[src/hw/rtl/frqs_pkg.sv]
// Package of the ready queue scheduler: field widths, codes and the
// control word types shared by the sequencer and the datapath. No dependencies.
`timescale 1ns / 1ps

package frqs_pkg;

  // Defaults of the top level parameters.
  localparam int unsigned QueueDepthDef   = 16;
  localparam int unsigned ThreadIdBitsDef = 8;

  // Fixed widths of the request and result fields.
  localparam int unsigned ActionW   = 2;
  localparam int unsigned IdPortW   = 8;
  localparam int unsigned StatusW   = 2;
  localparam int unsigned CountPortW = 5;

  // Request action codes.
  typedef enum logic [ActionW-1:0] {
    ACT_ENQUEUE   = 2'd0,
    ACT_YIELD     = 2'd1,
    ACT_TERMINATE = 2'd2,
    ACT_NONE      = 2'd3
  } action_e;

  // Result status codes.
  typedef enum logic [StatusW-1:0] {
    ST_OK        = 2'd0,
    ST_EMPTY     = 2'd1,
    ST_FULL      = 2'd2,
    ST_NOT_FOUND = 2'd3
  } status_e;

  // Datapath operations selected by a control word.
  typedef enum logic [3:0] {
    OP_NONE,
    OP_LATCH,
    OP_WRITE_TAIL,
    OP_SET_FULL,
    OP_READ_HEAD,
    OP_TAKE_HEAD,
    OP_SET_EMPTY,
    OP_CLEAR_IDX,
    OP_READ_IDX,
    OP_STEP_READ,
    OP_SET_NOT_FOUND,
    OP_READ_NEXT,
    OP_WRITE_SHIFT,
    OP_DROP_ENTRY,
    OP_LOAD_OUT
  } uop_e;

  // Jump conditions tested by a control word.
  typedef enum logic [3:0] {
    C_NEVER,
    C_ALWAYS,
    C_NO_REQ,
    C_ACT_ENQ,
    C_IS_POP,
    C_ACT_TERM,
    C_FULL,
    C_EMPTY,
    C_MATCH,
    C_LAST,
    C_OUT_FULL
  } cond_e;

  localparam int unsigned PcW = 5;
  typedef logic [PcW-1:0] pc_t;

  // One step of the control program.
  typedef struct packed {
    logic  in_ready;
    uop_e  op;
    cond_e cond;
    logic  negate;
    pc_t   target;
  } uword_t;

  // Status flags from the datapath, tested by the sequencer.
  typedef struct packed {
    logic no_req;
    logic act_enq;
    logic is_pop;
    logic act_term;
    logic full;
    logic empty;
    logic match;
    logic last;
    logic out_full;
  } flags_t;

endpackage

[src/hw/rtl/frqs_if.sv]
// Request and result channel interfaces of the ready queue scheduler.
// Depends on frqs_pkg for the field widths.
`timescale 1ns / 1ps

interface frqs_req_if;
  logic                            valid;
  logic                            ready;
  logic [frqs_pkg::ActionW-1:0]    action;
  logic [frqs_pkg::IdPortW-1:0]    thread_id;

  modport source (output valid, action, thread_id, input ready);
  modport sink (input valid, action, thread_id, output ready);
endinterface

interface frqs_rsp_if;
  logic                              valid;
  logic                              ready;
  logic                              dispatch_valid;
  logic [frqs_pkg::IdPortW-1:0]      dispatched_id;
  logic [frqs_pkg::StatusW-1:0]      status;
  logic [frqs_pkg::CountPortW-1:0]   queue_count;

  modport source (output valid, dispatch_valid, dispatched_id, status, queue_count,
                  input ready);
  modport sink (input valid, dispatch_valid, dispatched_id, status, queue_count,
                output ready);
endinterface

[src/hw/rtl/frqs_useq.sv]
// Microcode sequencer: step counter, control program ROM and jump logic.
// Depends on frqs_pkg for the control word and flag types.
`timescale 1ns / 1ps

module frqs_useq (
  input  logic            clk_i,
  input  logic            rst_ni,
  input  frqs_pkg::flags_t flags_i,
  output frqs_pkg::uword_t ctl_o
);

  // Program addresses.
  localparam frqs_pkg::pc_t PcWait      = 5'd0;
  localparam frqs_pkg::pc_t PcDecEnq    = 5'd1;
  localparam frqs_pkg::pc_t PcDecPop    = 5'd2;
  localparam frqs_pkg::pc_t PcDecTerm   = 5'd3;
  localparam frqs_pkg::pc_t PcNop       = 5'd4;
  localparam frqs_pkg::pc_t PcEnq       = 5'd5;
  localparam frqs_pkg::pc_t PcEnqWrite  = 5'd6;
  localparam frqs_pkg::pc_t PcEnqFull   = 5'd7;
  localparam frqs_pkg::pc_t PcPop       = 5'd8;
  localparam frqs_pkg::pc_t PcPopTake   = 5'd9;
  localparam frqs_pkg::pc_t PcPopEmpty  = 5'd10;
  localparam frqs_pkg::pc_t PcTerm      = 5'd11;
  localparam frqs_pkg::pc_t PcTermRead  = 5'd12;
  localparam frqs_pkg::pc_t PcTermCmp   = 5'd13;
  localparam frqs_pkg::pc_t PcTermNext  = 5'd14;
  localparam frqs_pkg::pc_t PcTermMiss  = 5'd15;
  localparam frqs_pkg::pc_t PcShift     = 5'd16;
  localparam frqs_pkg::pc_t PcShiftWr   = 5'd17;
  localparam frqs_pkg::pc_t PcShiftDone = 5'd18;
  localparam frqs_pkg::pc_t PcOutWait   = 5'd19;
  localparam frqs_pkg::pc_t PcOutLoad   = 5'd20;

  function automatic frqs_pkg::uword_t mk(logic rdy, frqs_pkg::uop_e op,
                                          frqs_pkg::cond_e cond, logic neg,
                                          frqs_pkg::pc_t tgt);
    frqs_pkg::uword_t w;
    w.in_ready = rdy;
    w.op       = op;
    w.cond     = cond;
    w.negate   = neg;
    w.target   = tgt;
    return w;
  endfunction

  // The control program. Each step runs its operation and jumps to its
  // target when the condition (optionally inverted) holds, else goes on.
  function automatic frqs_pkg::uword_t ucode(frqs_pkg::pc_t pc);
    frqs_pkg::uword_t w;
    w = mk(1'b0, frqs_pkg::OP_NONE, frqs_pkg::C_ALWAYS, 1'b0, PcWait);
    unique case (pc)
      PcWait:      w = mk(1'b1, frqs_pkg::OP_LATCH, frqs_pkg::C_NO_REQ, 1'b0, PcWait);
      PcDecEnq:    w = mk(1'b0, frqs_pkg::OP_NONE, frqs_pkg::C_ACT_ENQ, 1'b0, PcEnq);
      PcDecPop:    w = mk(1'b0, frqs_pkg::OP_NONE, frqs_pkg::C_IS_POP, 1'b0, PcPop);
      PcDecTerm:   w = mk(1'b0, frqs_pkg::OP_NONE, frqs_pkg::C_ACT_TERM, 1'b0, PcTerm);
      PcNop:       w = mk(1'b0, frqs_pkg::OP_NONE, frqs_pkg::C_ALWAYS, 1'b0, PcOutWait);
      PcEnq:       w = mk(1'b0, frqs_pkg::OP_NONE, frqs_pkg::C_FULL, 1'b0, PcEnqFull);
      PcEnqWrite:  w = mk(1'b0, frqs_pkg::OP_WRITE_TAIL, frqs_pkg::C_ALWAYS, 1'b0,
                          PcOutWait);
      PcEnqFull:   w = mk(1'b0, frqs_pkg::OP_SET_FULL, frqs_pkg::C_ALWAYS, 1'b0, PcOutWait);
      PcPop:       w = mk(1'b0, frqs_pkg::OP_READ_HEAD, frqs_pkg::C_EMPTY, 1'b0, PcPopEmpty);
      PcPopTake:   w = mk(1'b0, frqs_pkg::OP_TAKE_HEAD, frqs_pkg::C_ALWAYS, 1'b0, PcOutWait);
      PcPopEmpty:  w = mk(1'b0, frqs_pkg::OP_SET_EMPTY, frqs_pkg::C_ALWAYS, 1'b0, PcOutWait);
      PcTerm:      w = mk(1'b0, frqs_pkg::OP_CLEAR_IDX, frqs_pkg::C_EMPTY, 1'b0, PcTermMiss);
      PcTermRead:  w = mk(1'b0, frqs_pkg::OP_READ_IDX, frqs_pkg::C_NEVER, 1'b0, PcWait);
      PcTermCmp:   w = mk(1'b0, frqs_pkg::OP_NONE, frqs_pkg::C_MATCH, 1'b0, PcShift);
      PcTermNext:  w = mk(1'b0, frqs_pkg::OP_STEP_READ, frqs_pkg::C_LAST, 1'b1, PcTermCmp);
      PcTermMiss:  w = mk(1'b0, frqs_pkg::OP_SET_NOT_FOUND, frqs_pkg::C_ALWAYS, 1'b0,
                          PcOutWait);
      PcShift:     w = mk(1'b0, frqs_pkg::OP_READ_NEXT, frqs_pkg::C_LAST, 1'b0, PcShiftDone);
      PcShiftWr:   w = mk(1'b0, frqs_pkg::OP_WRITE_SHIFT, frqs_pkg::C_ALWAYS, 1'b0, PcShift);
      PcShiftDone: w = mk(1'b0, frqs_pkg::OP_DROP_ENTRY, frqs_pkg::C_ALWAYS, 1'b0,
                          PcOutWait);
      PcOutWait:   w = mk(1'b0, frqs_pkg::OP_NONE, frqs_pkg::C_OUT_FULL, 1'b0, PcOutWait);
      PcOutLoad:   w = mk(1'b0, frqs_pkg::OP_LOAD_OUT, frqs_pkg::C_ALWAYS, 1'b0, PcWait);
      default: ;
    endcase
    return w;
  endfunction

  frqs_pkg::pc_t    pc_q, pc_d;
  frqs_pkg::uword_t word;
  logic             cond_hit;

  assign word  = ucode(pc_q);
  assign ctl_o = word;

  // Condition select.
  always_comb begin
    unique case (word.cond)
      frqs_pkg::C_NEVER:    cond_hit = 1'b0;
      frqs_pkg::C_ALWAYS:   cond_hit = 1'b1;
      frqs_pkg::C_NO_REQ:   cond_hit = flags_i.no_req;
      frqs_pkg::C_ACT_ENQ:  cond_hit = flags_i.act_enq;
      frqs_pkg::C_IS_POP:   cond_hit = flags_i.is_pop;
      frqs_pkg::C_ACT_TERM: cond_hit = flags_i.act_term;
      frqs_pkg::C_FULL:     cond_hit = flags_i.full;
      frqs_pkg::C_EMPTY:    cond_hit = flags_i.empty;
      frqs_pkg::C_MATCH:    cond_hit = flags_i.match;
      frqs_pkg::C_LAST:     cond_hit = flags_i.last;
      frqs_pkg::C_OUT_FULL: cond_hit = flags_i.out_full;
      default:              cond_hit = 1'b0;
    endcase
  end

  // Next step: jump target or the following step.
  always_comb begin
    if (cond_hit ^ word.negate) begin
      pc_d = word.target;
    end else begin
      pc_d = pc_q + 1'b1;
    end
  end

  // Step counter.
  always_ff @(posedge clk_i or negedge rst_ni) begin
    if (!rst_ni) begin
      pc_q <= PcWait;
    end else begin
      pc_q <= pc_d;
    end
  end

endmodule

[src/hw/rtl/frqs_dpath.sv]
// Datapath of the ready queue scheduler: id ring memory, queue pointers,
// running thread, scan index and result register. Depends on frqs_pkg.
`timescale 1ns / 1ps

module frqs_dpath #(
  parameter int unsigned QueueDepth   = frqs_pkg::QueueDepthDef,
  parameter int unsigned ThreadIdBits = frqs_pkg::ThreadIdBitsDef
) (
  input  logic                                clk_i,
  input  logic                                rst_ni,
  input  frqs_pkg::uop_e                      op_i,
  input  logic                                req_valid_i,
  input  logic [frqs_pkg::ActionW-1:0]        req_action_i,
  input  logic [frqs_pkg::IdPortW-1:0]        req_thread_id_i,
  input  logic                                rsp_ready_i,
  output frqs_pkg::flags_t                    flags_o,
  output logic                                rsp_valid_o,
  output logic                                rsp_dispatch_valid_o,
  output logic [frqs_pkg::IdPortW-1:0]        rsp_dispatched_id_o,
  output logic [frqs_pkg::StatusW-1:0]        rsp_status_o,
  output logic [frqs_pkg::CountPortW-1:0]     rsp_queue_count_o
);

  localparam int unsigned IdxW = $clog2(QueueDepth);
  localparam int unsigned CntW = $clog2(QueueDepth + 1);
  localparam int unsigned IdExtW =
      (ThreadIdBits > frqs_pkg::IdPortW) ? ThreadIdBits : frqs_pkg::IdPortW;
  localparam int unsigned CntExtW =
      (CntW > frqs_pkg::CountPortW) ? CntW : frqs_pkg::CountPortW;
  localparam logic [IdxW:0]   DepthW = (IdxW + 1)'(QueueDepth);
  localparam logic [CntW-1:0] DepthC = CntW'(QueueDepth);

  // Ring index of the entry at the given offset from a base slot.
  function automatic logic [IdxW-1:0] ring_pos(logic [IdxW-1:0] base, logic [IdxW:0] off);
    logic [IdxW:0] s;
    s = {1'b0, base} + off;
    if (s >= DepthW) begin
      s = s - DepthW;
    end
    return s[IdxW-1:0];
  endfunction

  // Id ring storage, one write and one registered read per cycle.
  logic [ThreadIdBits-1:0] mem_q [QueueDepth];

  frqs_pkg::action_e        act_q;
  logic [ThreadIdBits-1:0]  id_q, rd_q, run_id_q;
  logic                     run_v_q;
  logic [CntW-1:0]          count_q;
  logic [IdxW-1:0]          front_q, idx_q;
  logic                     disp_q;
  frqs_pkg::status_e        status_q;

  logic                             ov_q, o_disp_q;
  logic [frqs_pkg::IdPortW-1:0]     o_id_q;
  frqs_pkg::status_e                o_status_q;
  logic [frqs_pkg::CountPortW-1:0]  o_count_q;

  logic [IdExtW-1:0]        req_id_ext, run_id_ext;
  logic [CntExtW-1:0]       count_ext;
  logic [IdxW:0]            count_w, idx_next_w;
  logic                     mem_we, mem_re;
  logic [IdxW-1:0]          waddr, raddr;
  logic [ThreadIdBits-1:0]  wdata;
  logic                     load_out;

  assign req_id_ext = IdExtW'(req_thread_id_i);
  assign run_id_ext = IdExtW'(run_id_q);
  assign count_ext  = CntExtW'(count_q);
  assign count_w    = (IdxW + 1)'(count_q);
  assign idx_next_w = {1'b0, idx_q} + 1'b1;
  assign load_out   = (op_i == frqs_pkg::OP_LOAD_OUT);

  // Flags for the sequencer.
  always_comb begin
    flags_o.no_req   = !req_valid_i;
    flags_o.act_enq  = (act_q == frqs_pkg::ACT_ENQUEUE);
    flags_o.is_pop   = (act_q == frqs_pkg::ACT_YIELD) ||
                       ((act_q == frqs_pkg::ACT_TERMINATE) && run_v_q && (run_id_q == id_q));
    flags_o.act_term = (act_q == frqs_pkg::ACT_TERMINATE);
    flags_o.full     = (count_q == DepthC);
    flags_o.empty    = (count_q == '0);
    flags_o.match    = (rd_q == id_q);
    flags_o.last     = (idx_next_w == count_w);
    flags_o.out_full = ov_q && !rsp_ready_i;
  end

  // Memory port addresses and enables.
  always_comb begin
    mem_we = (op_i == frqs_pkg::OP_WRITE_TAIL) || (op_i == frqs_pkg::OP_WRITE_SHIFT);
    mem_re = (op_i == frqs_pkg::OP_READ_HEAD) || (op_i == frqs_pkg::OP_READ_IDX) ||
             (op_i == frqs_pkg::OP_STEP_READ) || (op_i == frqs_pkg::OP_READ_NEXT);
    if (op_i == frqs_pkg::OP_WRITE_TAIL) begin
      waddr = ring_pos(front_q, count_w);
      wdata = id_q;
    end else begin
      waddr = ring_pos(front_q, {1'b0, idx_q});
      wdata = rd_q;
    end
    if (op_i == frqs_pkg::OP_READ_HEAD) begin
      raddr = front_q;
    end else if (op_i == frqs_pkg::OP_READ_IDX) begin
      raddr = ring_pos(front_q, {1'b0, idx_q});
    end else begin
      raddr = ring_pos(front_q, idx_next_w);
    end
  end

  // Ring memory.
  always_ff @(posedge clk_i) begin
    if (mem_we) begin
      mem_q[waddr] <= wdata;
    end
    if (mem_re) begin
      rd_q <= mem_q[raddr];
    end
  end

  // Queue pointers, running thread and result valid.
  always_ff @(posedge clk_i or negedge rst_ni) begin
    if (!rst_ni) begin
      count_q  <= '0;
      front_q  <= '0;
      run_id_q <= '0;
      run_v_q  <= 1'b0;
      ov_q     <= 1'b0;
    end else begin
      unique case (op_i)
        frqs_pkg::OP_WRITE_TAIL: count_q <= count_q + 1'b1;
        frqs_pkg::OP_TAKE_HEAD: begin
          run_id_q <= rd_q;
          run_v_q  <= 1'b1;
          front_q  <= ring_pos(front_q, (IdxW + 1)'(1));
          count_q  <= count_q - 1'b1;
        end
        frqs_pkg::OP_DROP_ENTRY: count_q <= count_q - 1'b1;
        default: ;
      endcase
      if (load_out) begin
        ov_q <= 1'b1;
      end else if (rsp_ready_i) begin
        ov_q <= 1'b0;
      end
    end
  end

  // Request latch, scan index, per-item flags and result fields.
  always_ff @(posedge clk_i) begin
    unique case (op_i)
      frqs_pkg::OP_LATCH: begin
        if (req_valid_i) begin
          act_q    <= frqs_pkg::action_e'(req_action_i);
          id_q     <= req_id_ext[ThreadIdBits-1:0];
          disp_q   <= 1'b0;
          status_q <= frqs_pkg::ST_OK;
        end
      end
      frqs_pkg::OP_SET_FULL:      status_q <= frqs_pkg::ST_FULL;
      frqs_pkg::OP_SET_EMPTY:     status_q <= frqs_pkg::ST_EMPTY;
      frqs_pkg::OP_SET_NOT_FOUND: status_q <= frqs_pkg::ST_NOT_FOUND;
      frqs_pkg::OP_TAKE_HEAD:     disp_q   <= 1'b1;
      frqs_pkg::OP_CLEAR_IDX:     idx_q    <= '0;
      frqs_pkg::OP_STEP_READ,
      frqs_pkg::OP_WRITE_SHIFT:   idx_q    <= idx_q + 1'b1;
      frqs_pkg::OP_LOAD_OUT: begin
        o_disp_q   <= disp_q;
        o_id_q     <= run_id_ext[frqs_pkg::IdPortW-1:0];
        o_status_q <= status_q;
        o_count_q  <= count_ext[frqs_pkg::CountPortW-1:0];
      end
      default: ;
    endcase
  end

  assign rsp_valid_o          = ov_q;
  assign rsp_dispatch_valid_o = o_disp_q;
  assign rsp_dispatched_id_o  = o_id_q;
  assign rsp_status_o         = o_status_q;
  assign rsp_queue_count_o    = o_count_q;

endmodule

[src/hw/rtl/fifo_ready_queue_scheduler.sv]
// Top level of the ready queue scheduler: microcode sequencer plus datapath.
// Depends on frqs_pkg, frqs_if, frqs_useq and frqs_dpath.
//
//   channel  dir  modport  payload
//   req_i    in   sink     action, thread_id
//   rsp_o    out  source   dispatch_valid, dispatched_id, status, queue_count
//
// One request at a time. Each request is latched, decoded and run through its steps,
// then waits for the result register to be free and loads its result. A terminate of
// a queued thread scans from the head and closes up the entries behind the match.
// Each waiting entry costs two steps of the control program in that scan and shift.
// Reset is asynchronous; no clearing pass. The next request is taken the cycle after
// a result loads; a stalled result only holds the following request at its last step.
`timescale 1ns / 1ps

module fifo_ready_queue_scheduler #(
  parameter int unsigned QueueDepth   = frqs_pkg::QueueDepthDef,
  parameter int unsigned ThreadIdBits = frqs_pkg::ThreadIdBitsDef
) (
  input  logic       clk_i,
  input  logic       rst_ni,
  frqs_req_if.sink   req_i,
  frqs_rsp_if.source rsp_o
);

  frqs_pkg::uword_t ctl;
  frqs_pkg::flags_t flags;

  // Control program.
  frqs_useq u_useq (
    .clk_i   (clk_i),
    .rst_ni  (rst_ni),
    .flags_i (flags),
    .ctl_o   (ctl)
  );

  // Queue storage and result register.
  frqs_dpath #(
    .QueueDepth   (QueueDepth),
    .ThreadIdBits (ThreadIdBits)
  ) u_dpath (
    .clk_i                (clk_i),
    .rst_ni               (rst_ni),
    .op_i                 (ctl.op),
    .req_valid_i          (req_i.valid),
    .req_action_i         (req_i.action),
    .req_thread_id_i      (req_i.thread_id),
    .rsp_ready_i          (rsp_o.ready),
    .flags_o              (flags),
    .rsp_valid_o          (rsp_o.valid),
    .rsp_dispatch_valid_o (rsp_o.dispatch_valid),
    .rsp_dispatched_id_o  (rsp_o.dispatched_id),
    .rsp_status_o         (rsp_o.status),
    .rsp_queue_count_o    (rsp_o.queue_count)
  );

  assign req_i.ready = ctl.in_ready;

endmodule

[src/flat_wrapper.sv]
// flat-port wrapper written by rule: the top's interface ports become plain ports
module fifo_ready_queue_scheduler_flat 
#(
  parameter int unsigned QueueDepth   = frqs_pkg::QueueDepthDef,
  parameter int unsigned ThreadIdBits = frqs_pkg::ThreadIdBitsDef
)
  (clk_i, rst_ni, req_i_valid, req_i_action, req_i_thread_id, req_i_ready, rsp_o_valid, rsp_o_dispatch_valid, rsp_o_dispatched_id, rsp_o_status, rsp_o_queue_count, rsp_o_ready);
  frqs_req_if req_i_i ();
  frqs_rsp_if rsp_o_i ();
  input  logic clk_i;
  input  logic rst_ni;
  input wire logic [$bits(req_i_i.valid)-1:0] req_i_valid;
  input wire logic [$bits(req_i_i.action)-1:0] req_i_action;
  input wire logic [$bits(req_i_i.thread_id)-1:0] req_i_thread_id;
  output wire logic [$bits(req_i_i.ready)-1:0] req_i_ready;
  output wire logic [$bits(rsp_o_i.valid)-1:0] rsp_o_valid;
  output wire logic [$bits(rsp_o_i.dispatch_valid)-1:0] rsp_o_dispatch_valid;
  output wire logic [$bits(rsp_o_i.dispatched_id)-1:0] rsp_o_dispatched_id;
  output wire logic [$bits(rsp_o_i.status)-1:0] rsp_o_status;
  output wire logic [$bits(rsp_o_i.queue_count)-1:0] rsp_o_queue_count;
  input wire logic [$bits(rsp_o_i.ready)-1:0] rsp_o_ready;
  assign req_i_i.valid = req_i_valid;
  assign req_i_i.action = req_i_action;
  assign req_i_i.thread_id = req_i_thread_id;
  assign req_i_ready = req_i_i.ready;
  assign rsp_o_valid = rsp_o_i.valid;
  assign rsp_o_dispatch_valid = rsp_o_i.dispatch_valid;
  assign rsp_o_dispatched_id = rsp_o_i.dispatched_id;
  assign rsp_o_status = rsp_o_i.status;
  assign rsp_o_queue_count = rsp_o_i.queue_count;
  assign rsp_o_i.ready = rsp_o_ready;
  fifo_ready_queue_scheduler #(.QueueDepth(QueueDepth), .ThreadIdBits(ThreadIdBits)) u_core (.clk_i(clk_i), .rst_ni(rst_ni), .req_i(req_i_i), .rsp_o(rsp_o_i));
endmodule
[config.mk]
export PLATFORM = sky130hd
export DESIGN_NAME = fifo_ready_queue_scheduler_flat
export DESIGN_NICKNAME = d
export VERILOG_FILES = /design/src/hw/rtl/frqs_pkg.sv /design/src/hw/rtl/frqs_if.sv /design/src/hw/rtl/frqs_useq.sv /design/src/hw/rtl/frqs_dpath.sv /design/src/hw/rtl/fifo_ready_queue_scheduler.sv /design/src/flat_wrapper.sv
export SDC_FILE = /design/constraint.sdc
export NUM_CORES = 1
export LEC_CHECK = 0
export BUFFER_PORTS_ARGS = -buffer_cell sky130_fd_sc_hd__buf_2
export CAP_MARGIN = 5
export CORE_ASPECT_RATIO = 1.1
export CORE_MARGIN = 8
export CORE_UTILIZATION = 60
export DETAILED_ROUTE_END_ITERATION = 6
export PLACE_DENSITY = 0.77
export SYNTH_ARGS = -nofsm -noshare
export SYNTH_HDL_FRONTEND = slang
export SYNTH_SLANG_ARGS = --single-unit
[constraint.sdc]
create_clock -name clk_i -period 9 [get_ports clk_i]
set_input_delay 1.8 -clock clk_i [delete_from_list [all_inputs] [get_ports clk_i]]
set_output_delay 1.8 -clock clk_i [all_outputs]
set_load 0.005 [all_outputs]
==> flow_summary.ini <==
[cells_and_area]
fin_nets = 812
final_common_cell = edfxtp_1
diodes = 0
nFillCells = 1121
seq_area_um2 = 5675
mostFrequentLayoutCells = edfxtp_1 (169), a21oi_1 (53), o21ai_0 (50)
layout-drive-gt1-share = 0.1396
multi_input_area_um2 = 3616
area_growth_pct = 8.522

[clocking]
cts_tree = done
clk-insertion-delay-late_ns = 0.44
clockBufferDepth = 2
cts_num_sinks = 193
cts_resized = 0
cts_setup_buffers = 0
cts_max_level = 4
cts_hold_buf = 0
cts_buffers = 17
clk_pin_slew_worst_paths_ns = 0.07
cts_root_buffer = clkbuf_16

[synthesis]
syn_avg_cell_area_um2 = 12.51
synth_area_um2 = 9647
ys_ff_latch = 193
yosys.area.top_type_share = 0.5261
netlist_top_cells_area = edfxtp_1 (53%), dfrtp_1 (6.2%), a21oi_1 (2.7%)
syn_inst = 771
synthArstFlopShare = 0.1244
ys_types = 67
synth_top_flop_cell = edfxtp_1
yosysSeqAreaShare = 0.5883
yosys_warnings = 0
synth_edf_count = 169
synth.net_count = 808
yosysTopAreaCell = edfxtp_1

[worst_setup_path]
required_ns = 9.05
cp-end-kind = flip-flop
critical_path.top_delay_family = simple AND/OR/NAND/NOR gates
rrSetupSlack_ns = 3.35
critPathSlowestCell = nor3_1
worstPathArrival_ns = 5.70
path_max_fanout = 28
r2r_cells = 10
crit_chain = inv_1 > nor3_1 > ha_1 > inv_1 > o31a_1 > o21a_1 > nand4_1 > o21ai_0 > xor2_1 > nor3_1
cp_slowest_stage_delay_ns = 1.04
startpoint_type = flip-flop
worstPathBufferInverterCount = 2
r2r-end = u_core.u_dpath.mem_q[7][7]
r2r-start = u_core.u_useq.pc_q[2]
critical_path_class = reg2reg

[timing]
tns_ns = 0
clock_skew_ns = 0.01180
finalCriticalPeriod_ns = 5.647
setup_viol = 0
period_share = 0.6275
drv_slew = 0
rsz0062_at_grt = false
fmax_ghz = 0.1771
worst_pin_slew_ns = 1.229
hold_viol_final = 0
setup_slack_ns = 3.353
max_slew_margin = 0.1778

[routing]
routedWlPerCell_um = 24.11
first_pass_iters = 5
wl_um = 23830
dr_total_vias = 6727
viasPerCell = 6.809
drc = 0
ant_nets = 0
drtIter0Drc = 745

[outcome]
status = finished clean

[die]
core_um2 = 15740
die_w_um = 136.9
chipHeight_um = 149.0
start_util = 0.6131
dieArea_um2 = 20400
ios = 32
num_rows = 48

[global_route]
grt_pass1_wl_um = 36980
antenna_found_initial = 0
grt_max_degree = 52
gr-total-overflow = 0
first_global_vias = 6554
track_usage = 0.2383

[hold_path]
min_to = u_core.u_dpath.rsp_status_o[1]
min_from = u_core.u_dpath.status_q[1]
hp-class = reg2reg
min_path_cells = 0

[power]
irDropWorstVdd_mv = 0.1474
p_per_area_nw_per_um2 = 169.1
p_leak_nw = 3.357

[placement]
dp_worst_setup_slack_ns = 3.518
hpwl_um = 15880
place.gp.congestion = 0.9241
port_buffers = 31

[job]
maxCapViolations = 0
[synthesized netlist by cell type (3+ instances only)]
cell type,instances
buf_4,8
nor3_1,26
edfxtp_1,169
o32a_1,3
or3_1,3
o21ai_0,50
nor4_1,6
ha_1,19
mux2i_1,17
o22ai_1,4
fa_1,4
nand2b_1,7
inv_1,17
nand2_1,27
clkbuf_1,17
or4_1,9
o31ai_1,4
buf_6,7
a2111oi_0,14
nor2_1,21
a211oi_1,21
nand3b_1,4
o211a_1,14
o211ai_1,3
xor2_1,20
nand4_1,7
o32ai_1,3
and3_1,20
xnor2_1,24
o32ai_2,3
o2111ai_1,5
dfrtp_1,24
a21o_1,7
buf_2,22
or2_2,5
mux2_2,18
o21a_1,3
nand3_1,42
a21oi_1,53
nor2b_1,8
[cell type report]
| type | instances | area share |
|---|---|---|
| inverters | 17 | 0.006095 |
| well taps | 200 | 0.02390 |
| clock inverters | 15 | 0.02127 |
| repair buffers | 39 | 0.02056 |
| clock buffers | 17 | 0.04064 |
| multi-input cells | 507 | 0.3454 |
| flip-flops and latches | 193 | 0.5421 |
[worst max-delay path by stage]
| stage | from | end | slack, ns | depth (start not counted) |
|---|---|---|---|---|
| after floorplan | u_core.u_useq.pc_q[0] | u_core.u_dpath.mem_q[0][0] | 5.11 | 14 |
| after detailed placement | u_core.u_useq.pc_q[2] | u_core.u_dpath.mem_q[1][2] | 3.52 | 10 |
| after global placement | u_core.u_useq.pc_q[2] | u_core.u_dpath.mem_q[11][1] | 3.83 | 10 |
| final | u_core.u_useq.pc_q[2] | u_core.u_dpath.mem_q[7][7] | 3.35 | 10 |
| after global routing | u_core.u_useq.pc_q[2] | u_core.u_dpath.mem_q[9][6] | 2.99 | 10 |
| after CTS | u_core.u_useq.pc_q[2] | u_core.u_dpath.mem_q[7][7] | 3.52 | 10 |
[cell families after synthesis]
group / after synthesis / synth area share
AO/OA/AOI/OAI: 209 / 0.1507
XOR/XNOR: 44 / 0.03995
adder cells (fa/ha/maj): 23 / 0.03294
buffers and inverters: 71 / 0.03904
flip-flops: 193 / 0.5883
multiplexers: 36 / 0.04008
AND/OR/NAND/NOR: 195 / 0.1090
[sequential cells by signal (all words and copies together), names as in the netlist]
signal	count
u_core.u_dpath.act_q	2
u_core.u_dpath.rsp_dispatched_id_o	8
u_core.u_dpath.rsp_queue_count_o	5
u_core.u_useq.pc_q	5
u_core.u_dpath.run_id_ext	8
u_core.u_dpath.mem_q	128
u_core.u_dpath.status_q	2
u_core.u_dpath.disp_q	1
u_core.u_dpath.rsp_dispatch_valid_o	1
u_core.u_dpath.run_v_q	1
u_core.u_dpath.front_q	4
u_core.u_dpath.idx_q	4
u_core.u_dpath.rsp_status_o	2
u_core.u_dpath.count_ext	5
u_core.u_dpath.id_q	8
u_core.u_dpath.rsp_valid_o	1
u_core.u_dpath.rd_q	8
[metrics by stage]
stage	power (mW)	std cells	util	instance area, µm²	hold WS [ns]
after global routing	1.805	988	0.6653	10470	0.4447
final	1.771	988	0.6653	10470	0.4318
after detailed placement	0.9855	955	0.6236	9813	0.4161
after global placement	0.9853	955	0.6236	9813	0.4033
after floorplan	0.9801	771	-	9647	0.4003
after CTS	1.773	987	0.6648	10460	0.4334
[power breakdown]
part	internal (mW)	switching, mW	total [mW]
logic	0.00216	0.00351	0.00566
registers	0.959	0	0.959
clock network	0.413	0.392	0.805
[per-layer routing]
metal	track usage	wire [µm]
met5	0	0
met4	0.09679	904
met3	0.04414	1835
met2	0.3948	11790
met1	0.3025	9290
No activity file was read; power rests on OpenSTA's default activity.
